[config.mk]
export PLATFORM = sky130hd
export DESIGN_NAME = babylonian_square_root_unit
export DESIGN_NICKNAME = d
export VERILOG_FILES = /design/src/rtl/bsr_pkg.sv /design/src/rtl/bsr_datapath.sv /design/src/rtl/babylonian_square_root_unit.sv
export VERILOG_INCLUDE_DIRS = /design/src /design/src/rtl
export SDC_FILE = /design/constraint.sdc
export NUM_CORES = 2
export LEC_CHECK = 0
export BUFFER_PORTS_ARGS = -buffer_cell sky130_fd_sc_hd__buf_4
export CAP_MARGIN = 5
export CORE_MARGIN = 3
export CORE_UTILIZATION = 30
export CTS_BUF_LIST = sky130_fd_sc_hd__clkbuf_8
export CTS_CLUSTER_SIZE = 40
export DETAILED_ROUTE_END_ITERATION = 12
export GPL_TIMING_DRIVEN = 0
export PLACE_DENSITY_LB_ADDON = 0.1
export SLEW_MARGIN = 20
export SYNTH_ARGS = -nofsm -noshare
export SYNTH_HDL_FRONTEND = slang
export SYNTH_SLANG_ARGS = --single-unit
export TNS_END_PERCENT = 5
[constraint.sdc]
create_clock -name clk -period 17.9 [get_ports clk]
set_input_delay 1.79 -clock clk [delete_from_list [all_inputs] [get_ports clk]]
set_output_delay 1.79 -clock clk [all_outputs]
set_load 0.03 [all_outputs]
[src/rtl/babylonian_square_root_unit_macros.svh]
// Assertion macros for the square root unit.
// Assertions sample on clk; rst is the synchronous reset in scope.
`ifndef BABYLONIAN_SQUARE_ROOT_UNIT_MACROS_SVH
`define BABYLONIAN_SQUARE_ROOT_UNIT_MACROS_SVH

`ifndef SYNTHESIS
// checked outside reset
`define BSR_ASSERT(lbl, prop, msg) \
  lbl: assert property (@(posedge clk) disable iff (rst) prop) else $error(msg);
// checked on every edge, reset included
`define BSR_ASSERT_ALWAYS(lbl, prop, msg) \
  lbl: assert property (@(posedge clk) prop) else $error(msg);
`else
`define BSR_ASSERT(lbl, prop, msg)
`define BSR_ASSERT_ALWAYS(lbl, prop, msg)
`endif

`endif

[src/rtl/bsr_pkg.sv]
// Shared widths, codes, types and the microcode table of the square root unit.
// No dependencies.
package bsr_pkg;

  localparam int VALUE_W  = 32;
  localparam int FRAC_W   = 16;
  localparam int N_W      = VALUE_W - 1;        // magnitude of a positive operand
  localparam int NUM_W    = N_W + FRAC_W;       // dividend value * 2^16
  localparam int GUESS_W  = NUM_W + 1;
  localparam int TOL_W    = 16;
  localparam int LIM_W    = 16;
  localparam int STEPS_W  = 16;
  localparam int PROD_W   = GUESS_W + TOL_W;
  localparam int ROOT_W   = 31;
  localparam int STATUS_W = 2;
  localparam int CNT_W    = $clog2(NUM_W + 1);
  localparam int CFG_IDX_W = 1;
  localparam int STEP_W   = 3;
  localparam int OP_W     = 3;
  localparam int COND_W   = 3;

  localparam logic [GUESS_W-1:0] ONE_FIXED = GUESS_W'(1) << FRAC_W;
  localparam logic [ROOT_W-1:0]  ROOT_MAX  = '1;
  localparam logic [TOL_W-1:0]   TOL_RESET = 16'd655;
  localparam logic [LIM_W-1:0]   LIM_RESET = 16'd10000;

  localparam logic [CFG_IDX_W-1:0] CFG_TOLERANCE = 1'b0;
  localparam logic [CFG_IDX_W-1:0] CFG_LIMIT     = 1'b1;

  localparam logic [STATUS_W-1:0] ST_OK      = 2'd0;
  localparam logic [STATUS_W-1:0] ST_INVALID = 2'd1;
  localparam logic [STATUS_W-1:0] ST_LIMIT   = 2'd2;

  localparam logic [1:0] KIND_NORMAL = 2'd0;
  localparam logic [1:0] KIND_ZERO   = 2'd1;
  localparam logic [1:0] KIND_NEG    = 2'd2;

  // program steps
  localparam logic [STEP_W-1:0] S_IDLE = 3'd0;
  localparam logic [STEP_W-1:0] S_SEED = 3'd1;
  localparam logic [STEP_W-1:0] S_DIV  = 3'd2;
  localparam logic [STEP_W-1:0] S_AVG  = 3'd3;
  localparam logic [STEP_W-1:0] S_TEST = 3'd4;
  localparam logic [STEP_W-1:0] S_EMIT = 3'd5;

  // datapath operations
  localparam logic [OP_W-1:0] OP_NONE = 3'd0;
  localparam logic [OP_W-1:0] OP_SEED = 3'd1;
  localparam logic [OP_W-1:0] OP_DIV  = 3'd2;
  localparam logic [OP_W-1:0] OP_AVG  = 3'd3;
  localparam logic [OP_W-1:0] OP_EMIT = 3'd4;

  // jump conditions
  localparam logic [COND_W-1:0] COND_NEVER    = 3'd0;
  localparam logic [COND_W-1:0] COND_NO_INPUT = 3'd1;
  localparam logic [COND_W-1:0] COND_SPECIAL  = 3'd2;
  localparam logic [COND_W-1:0] COND_DIV_BUSY = 3'd3;
  localparam logic [COND_W-1:0] COND_GOING    = 3'd4;
  localparam logic [COND_W-1:0] COND_OUT_FULL = 3'd5;

  typedef struct packed {
    logic [OP_W-1:0]   op;
    logic [COND_W-1:0] cond;
    logic [STEP_W-1:0] jump_to;
    logic [STEP_W-1:0] next;
  } uword_t;

  typedef struct packed {
    logic [OP_W-1:0] op;
    logic            start;
  } dp_ctrl_t;

  typedef struct packed {
    logic special;
    logic div_busy;
    logic going;
    logic more;
  } dp_flags_t;

  typedef struct packed {
    logic [ROOT_W-1:0]   root;
    logic [STATUS_W-1:0] status;
    logic [STEPS_W-1:0]  steps;
  } result_t;

  function automatic uword_t ucode(input logic [STEP_W-1:0] pc);
    uword_t w;
    case (pc)
      S_IDLE:  w = '{op: OP_NONE, cond: COND_NO_INPUT, jump_to: S_IDLE, next: S_SEED};
      S_SEED:  w = '{op: OP_SEED, cond: COND_SPECIAL,  jump_to: S_EMIT, next: S_DIV};
      S_DIV:   w = '{op: OP_DIV,  cond: COND_DIV_BUSY, jump_to: S_DIV,  next: S_AVG};
      S_AVG:   w = '{op: OP_AVG,  cond: COND_NEVER,    jump_to: S_IDLE, next: S_TEST};
      S_TEST:  w = '{op: OP_NONE, cond: COND_GOING,    jump_to: S_SEED, next: S_EMIT};
      S_EMIT:  w = '{op: OP_EMIT, cond: COND_OUT_FULL, jump_to: S_EMIT, next: S_IDLE};
      default: w = '{op: OP_NONE, cond: COND_NEVER,    jump_to: S_IDLE, next: S_IDLE};
    endcase
    return w;
  endfunction

endpackage

[src/rtl/bsr_datapath.sv]
// Datapath of the square root unit: operand, guess, bit-serial divider,
// averaging, tolerance product and step count. Uses bsr_pkg.
module bsr_datapath (
  input  logic                             clk,
  input  bsr_pkg::dp_ctrl_t                ctrl,
  input  logic [bsr_pkg::VALUE_W-1:0]      value,
  input  logic [bsr_pkg::TOL_W-1:0]        tolerance,
  input  logic [bsr_pkg::LIM_W-1:0]        iteration_limit,
  output bsr_pkg::dp_flags_t               flags,
  output bsr_pkg::result_t                 result
);

  logic [bsr_pkg::N_W-1:0]     n;
  logic [1:0]                  kind;
  logic [bsr_pkg::GUESS_W-1:0] guess;
  logic [bsr_pkg::GUESS_W-1:0] rem;
  logic [bsr_pkg::NUM_W-1:0]   quot;
  logic [bsr_pkg::CNT_W-1:0]   cnt;
  logic [bsr_pkg::GUESS_W-1:0] diff;
  logic [bsr_pkg::PROD_W-1:0]  prod;
  logic [bsr_pkg::STEPS_W-1:0] steps;

  logic [bsr_pkg::GUESS_W-1:0] guess_fixed;
  logic [bsr_pkg::GUESS_W:0]   shifted;
  logic [bsr_pkg::GUESS_W+1:0] trial;
  logic                        fits;
  logic [bsr_pkg::GUESS_W-1:0] r_ext;
  logic [bsr_pkg::GUESS_W-1:0] avg;
  logic [bsr_pkg::GUESS_W-1:0] thr;

  always_comb begin
    guess_fixed = (guess == '0) ? bsr_pkg::ONE_FIXED : guess;
    // restoring division, one quotient bit per beat of OP_DIV
    shifted = {rem, quot[bsr_pkg::NUM_W-1]};
    trial   = {1'b0, shifted} - {2'b00, guess};
    fits    = !trial[bsr_pkg::GUESS_W+1];
    r_ext   = bsr_pkg::GUESS_W'(quot);
    avg     = (guess >> 1) + (r_ext >> 1)
            + bsr_pkg::GUESS_W'(guess[0] & r_ext[0]);
    thr     = prod[bsr_pkg::PROD_W-1:bsr_pkg::FRAC_W];
  end

  always_ff @(posedge clk) begin
    if (ctrl.start) begin
      n     <= value[bsr_pkg::N_W-1:0];
      guess <= bsr_pkg::GUESS_W'(value[bsr_pkg::N_W-1:1]);
      steps <= '0;
      if (value[bsr_pkg::VALUE_W-1]) begin
        kind <= bsr_pkg::KIND_NEG;
      end else if (value == '0) begin
        kind <= bsr_pkg::KIND_ZERO;
      end else begin
        kind <= bsr_pkg::KIND_NORMAL;
      end
    end else begin
      case (ctrl.op)
        bsr_pkg::OP_SEED: begin
          guess <= guess_fixed;
          rem   <= '0;
          quot  <= {n, bsr_pkg::FRAC_W'(0)};
          cnt   <= bsr_pkg::CNT_W'(bsr_pkg::NUM_W);
        end
        bsr_pkg::OP_DIV: begin
          rem  <= fits ? trial[bsr_pkg::GUESS_W-1:0] : shifted[bsr_pkg::GUESS_W-1:0];
          quot <= {quot[bsr_pkg::NUM_W-2:0], fits};
          cnt  <= cnt - 1'b1;
        end
        bsr_pkg::OP_AVG: begin
          guess <= avg;
          diff  <= (avg > guess) ? avg - guess : guess - avg;
          prod  <= bsr_pkg::PROD_W'(guess) * bsr_pkg::PROD_W'(tolerance);
          steps <= steps + 1'b1;
        end
        default: begin
        end
      endcase
    end
  end

  always_comb begin
    flags.special  = (kind != bsr_pkg::KIND_NORMAL);
    flags.div_busy = (cnt != bsr_pkg::CNT_W'(1));
    flags.going    = (diff > thr);
    flags.more     = (steps < iteration_limit);

    if (kind != bsr_pkg::KIND_NORMAL) begin
      result.root = '0;
    end else if (guess > bsr_pkg::GUESS_W'(bsr_pkg::ROOT_MAX)) begin
      result.root = bsr_pkg::ROOT_MAX;
    end else begin
      result.root = guess[bsr_pkg::ROOT_W-1:0];
    end

    if (kind == bsr_pkg::KIND_NEG) begin
      result.status = bsr_pkg::ST_INVALID;
    end else if (kind == bsr_pkg::KIND_NORMAL && flags.going) begin
      result.status = bsr_pkg::ST_LIMIT;
    end else begin
      result.status = bsr_pkg::ST_OK;
    end
    result.steps = steps;
  end

endmodule

[src/rtl/babylonian_square_root_unit.sv]
// Top level: microcode sequencer, config registers, output stage. Uses bsr_pkg,
// bsr_datapath and the assertion macro header.
// Each Newton step runs seed, the divider cycles (one quotient bit each), average and
// test; test loops back to seed while the guess still moves and the limit allows.
// Zero and negative inputs go from seed straight to emit. One item at a time, next beat
// taken the cycle after the result loads. Reset: sync, rst high.
`include "babylonian_square_root_unit_macros.svh"

module babylonian_square_root_unit (
  input  logic                              clk,
  input  logic                              rst,
  input  logic                              cfg_we,
  input  logic [bsr_pkg::CFG_IDX_W-1:0]     cfg_index,
  input  logic [15:0]                       cfg_data,
  input  logic                              s_axis_tvalid,
  output logic                              s_axis_tready,
  input  logic [31:0]                       s_axis_tdata,   // [31:0] value
  output logic                              m_axis_tvalid,
  input  logic                              m_axis_tready,
  output logic [47:0]                       m_axis_tdata,   // [30:0] root, [46:31] steps_taken, [47] zero
  output logic [1:0]                        m_axis_tuser    // [1:0] status
);

  logic [bsr_pkg::STEP_W-1:0]   pc;
  logic [bsr_pkg::STEP_W-1:0]   pc_next;
  logic [bsr_pkg::TOL_W-1:0]    tolerance;
  logic [bsr_pkg::LIM_W-1:0]    iteration_limit;
  logic                         out_valid;
  logic [bsr_pkg::ROOT_W-1:0]   out_root;
  logic [bsr_pkg::STATUS_W-1:0] out_status;
  logic [bsr_pkg::STEPS_W-1:0]  out_steps;

  bsr_pkg::uword_t   uw;
  bsr_pkg::dp_ctrl_t ctrl;
  bsr_pkg::dp_flags_t flags;
  bsr_pkg::result_t  res;
  logic              accept;
  logic              out_full;
  logic              out_load;
  logic              taken;

  assign s_axis_tready = (pc == bsr_pkg::S_IDLE);
  assign accept        = s_axis_tvalid & s_axis_tready;
  assign out_full      = out_valid & ~m_axis_tready;

  always_comb begin
    uw         = bsr_pkg::ucode(pc);
    ctrl.op    = uw.op;
    ctrl.start = accept;
    out_load   = (uw.op == bsr_pkg::OP_EMIT) && !out_full;
    case (uw.cond)
      bsr_pkg::COND_NEVER:    taken = 1'b0;
      bsr_pkg::COND_NO_INPUT: taken = !s_axis_tvalid;
      bsr_pkg::COND_SPECIAL:  taken = flags.special;
      bsr_pkg::COND_DIV_BUSY: taken = flags.div_busy;
      bsr_pkg::COND_GOING:    taken = flags.going && flags.more;
      bsr_pkg::COND_OUT_FULL: taken = out_full;
      default:                taken = 1'b0;
    endcase
    pc_next = taken ? uw.jump_to : uw.next;
  end

  bsr_datapath u_datapath (
    .clk             (clk),
    .ctrl            (ctrl),
    .value           (s_axis_tdata),
    .tolerance       (tolerance),
    .iteration_limit (iteration_limit),
    .flags           (flags),
    .result          (res)
  );

  always_ff @(posedge clk) begin
    if (rst) begin
      pc              <= bsr_pkg::S_IDLE;
      tolerance       <= bsr_pkg::TOL_RESET;
      iteration_limit <= bsr_pkg::LIM_RESET;
      out_valid       <= 1'b0;
    end else begin
      pc <= pc_next;
      if (cfg_we) begin
        case (cfg_index)
          bsr_pkg::CFG_TOLERANCE: tolerance       <= cfg_data[bsr_pkg::TOL_W-1:0];
          bsr_pkg::CFG_LIMIT:     iteration_limit <= cfg_data[bsr_pkg::LIM_W-1:0];
          default: begin
          end
        endcase
      end
      if (out_load) begin
        out_valid <= 1'b1;
      end else if (m_axis_tready) begin
        out_valid <= 1'b0;
      end
    end
  end

  always_ff @(posedge clk) begin
    if (out_load) begin
      out_root   <= res.root;
      out_status <= res.status;
      out_steps  <= res.steps;
    end
  end

  assign m_axis_tvalid = out_valid;
  assign m_axis_tdata  = {1'b0, out_steps, out_root};
  assign m_axis_tuser  = out_status;

  `BSR_ASSERT_ALWAYS(a_reset_empties_output, rst |=> !out_valid, "output valid after reset")
  `BSR_ASSERT(a_accept_starts_seed, accept |=> pc == bsr_pkg::S_SEED, "accepted beat did not start the program")
  `BSR_ASSERT(a_valid_from_emit, $rose(out_valid) |-> $past(pc) == bsr_pkg::S_EMIT, "result appeared outside the emit step")
  `BSR_ASSERT(a_stall_holds_emit, (pc == bsr_pkg::S_EMIT) && out_full |=> pc == bsr_pkg::S_EMIT, "emit step left while output stalled")
  `BSR_ASSERT(a_invalid_is_empty, out_load && (res.status == bsr_pkg::ST_INVALID) |-> (res.steps == '0) && (res.root == '0), "invalid result carries data")

endmodule

==> impl_metrics.env <==
export IMPL_syn_area_mm2=0.0490
export IMPL_syn_area_per_cell_um2=8.95
export IMPL_period_share=0.578
export IMPL_synth_largest_area_cell="fa_1"
export IMPL_synthTopCellsByCount="inv_1, nand2_1, fa_1, ha_1, edfxtp_1"
export IMPL_avgRoutedWirePerCell_um=23.5
export IMPL_synth_area_leaders="fa_1, edfxtp_1, ha_1"
export IMPL_initial_utilization=0.304
export IMPL_overflow=0
export IMPL_vias=38700
export IMPL_postRouteAntennaNets=0
export IMPL_synth_xor_area_frac=0.0327
export IMPL_yosys_register_bits=379
export IMPL_ctsResizeCount=0
export IMPL_insertion_delay_ps=790
export IMPL_setup_viol=0
export IMPL_dr_pass1_iters=6
export IMPL_hp_class="reg -> reg"
export IMPL_fmax_ghz=0.0967
export IMPL_io_buffers=104
export IMPL_grt_pass1_wl_um=275000
export IMPL_route_detailed_drc=0
export IMPL_cts_buffer_depth=3
export IMPL_required_ps=18370
export IMPL_synth_most_common_cell="inv_1"
export IMPL_syn_instance_count=5474
export IMPL_fin_setup_tns_ps=0
export IMPL_crit_fanout=10
export IMPL_yosysUniqueCellTypes=79
export IMPL_synth_edf_count=309
export IMPL_slew_headroom=0.181
export IMPL_drv_cap=0
export IMPL_cts_tree="built"
export IMPL_synth_simple_gate_area_frac=0.159
export IMPL_synth_ff_type="edfxtp_1"
export IMPL_synth_compound_area_frac=0.121
export IMPL_die_area_mm2=0.168
export IMPL_fin_skew_ps=79.0
export IMPL_rsz0062_at_grt="no"
export IMPL_nets=6764
export IMPL_ys_seq_area_frac=0.218
export IMPL_dp_hpwl_um=153000
export IMPL_cts_hold_buf=0
export IMPL_path_class="reg -> reg"
export IMPL_fin_crit_ps=10340
export IMPL_num_rows=147
export IMPL_whs_ps=460
export IMPL_synth_top_area_frac=0.264
export IMPL_drive_gt1_frac=0.0533
export IMPL_cts_buffers_inserted=80
export IMPL_wl_met3_um=10900
export IMPL_maxSlewViolCount=0
export IMPL_io_pins=106
export IMPL_yosysWarnings=0
export IMPL_postCtsSetupRepairBufs=0
export IMPL_hold_viol=0
export IMPL_antenna_found_initial=21
export IMPL_worstPathArrival_ps=10810
export IMPL_grt_pass1_vias=40700
export IMPL_tightest_slew_ps=1230
export IMPL_synthAdderAreaFrac=0.363
export IMPL_async_reset_ff_frac=0
export IMPL_h_tree_depth=3
export IMPL_dr_first_iter_drc_count=2557
export IMPL_critPathCaptureType="flip-flop"
export IMPL_muxShareOfSynthArea=0.0118
export IMPL_wl_met2_um=83300
export IMPL_clock_root_buffer="clkbuf_8"
export IMPL_die_w_um=410
export IMPL_clkTransAtPathRegs_ps=60
export IMPL_die_h_um=410
export IMPL_run_status="complete, no violations"
export IMPL_core_area_mm2=0.161
export IMPL_synth_top_family_by_area="adder cells"
export IMPL_m1WireLength_um=86000
export IMPL_routed_top_layer="met4"
export IMPL_track_usage=0.222
export IMPL_startpoint_type="flip-flop"
export IMPL_grt_max_degree=40
export IMPL_synth_nets=6561
export IMPL_vias_per_cell=4.89
export IMPL_routabilityCongestion=0.890
export IMPL_routed_wl_um=186000
export IMPL_clock_sinks=379
export IMPL_syn_to_final_growth_pct=11.3
per-stage QoR:
stage / utilization / std cells / setup slack [ps] / cell area [µm²]
floorplan: - / 5474 / 11080 / 49000
global placement: 0.325 / 7738 / 7170 / 52500
detailed placement: 0.327 / 7754 / 7550 / 52800
CTS: 0.338 / 7903 / 7540 / 54500
global route: 0.338 / 7906 / 7210 / 54500
finish: 0.338 / 7914 / 7560 / 54500
layout by cell type, fill, tap and decap left out, types with 29 or more instances in the layout:
| master | instances |
|---|---|
| a21o_1 | 120 |
| nor2b_1 | 40 |
| ha_1 | 387 |
| clkbuf_8 | 87 |
| dfxtp_1 | 70 |
| o21a_1 | 62 |
| edfxtp_1 | 309 |
| o21ai_0 | 174 |
| o21bai_1 | 43 |
| buf_2 | 29 |
| a21oi_1 | 301 |
| fa_1 | 646 |
| nand2b_1 | 32 |
| mux2i_1 | 52 |
| nor3_1 | 37 |
| and2_1 | 277 |
| nand2_1 | 845 |
| nand4_1 | 69 |
| buf_4 | 110 |
| clkbuf_1 | 246 |
| xor2_1 | 71 |
| xnor2_1 | 112 |
| a211oi_1 | 31 |
| nand3_1 | 45 |
| nor2_1 | 212 |
| inv_1 | 949 |
state kept, by name (all words and copies together), names as in the netlist, 31 cells and up:
register,cells
out_root,31
u_datapath.diff,48
u_datapath.guess,48
u_datapath.n,31
u_datapath.prod,48
u_datapath.quot,47
u_datapath.rem,48
cell families (layout without fill, tap and decap cells):
logic type	Yosys count	count (layout)
AO/OA/AOI/OAI	931	931
XOR/XNOR	183	183
adder cells (fa/ha/maj)	1033	1033
buffers and inverters	1221	1491
flip-flops	379	379
multiplexers	57	57
other	1	11
AND/OR/NAND/NOR	1669	1669
area by class of cell:
| class | instances | area, µm² |
|---|---|---|
| buffer | 299 | 1190 |
| inverter | 922 | 3460 |
| timing repair buffer | 121 | 1120 |
| clock buffer | 87 | 1200 |
| sequential | 379 | 10700 |
| fill | 17200 | 107000 |
| antenna | 10 | 25.0 |
| clock inverter | 62 | 435 |
| multi-input combinational | 3874 | 33700 |
| tap | 2160 | 2700 |
worst max-delay path, stage by stage, from the launching register on:
cell and delay (ps):
edfxtp_1 460, clkbuf_1 800, clkbuf_1 560, inv_1 440, fa_1 540, nand2b_1 190, a21oi_1 270, o21ai_1 220
a2111oi_1 850, o21ai_1 190, nand2_1 200, a31oi_1 230, a2bb2oi_1 260, a21oi_1 230, o31ai_1 150, or2_2 320
ha_1 280, buf_2 190, and3_1 230, nand4_1 180, nor4_1 610, o21ai_0 320, a21oi_1 390, buf_2 370
clkbuf_1 500, buf_1 650, a21oi_1 180, xor2_1 210
worst paths after layout:
check	depth (start not counted)	startpoint	to	slack [ps]
min	2	iteration_limit[7]$_SDFFE_PP0P_	iteration_limit[7]$_SDFFE_PP0P_	460
max reg2reg	27	u_datapath.guess[2]$_DFFE_PP_	u_datapath.diff[26]$_DFFE_PP_	7560
min reg2reg	2	iteration_limit[7]$_SDFFE_PP0P_	iteration_limit[7]$_SDFFE_PP0P_	460
max	27	u_datapath.guess[2]$_DFFE_PP_	u_datapath.diff[26]$_DFFE_PP_	7560
routing by layer:
metal / global-route usage / vias to the layer above
met1: 0.310 / 19300
li1: - / 18100
met3: 0.0388 / 235
met5: 0 / -
met2: 0.353 / 1018
met4: 0.0628 / 0
Power is left out: the tool's default activity adds up to more than one toggle a clock period on the data nets, which glitch-free logic cannot reach.
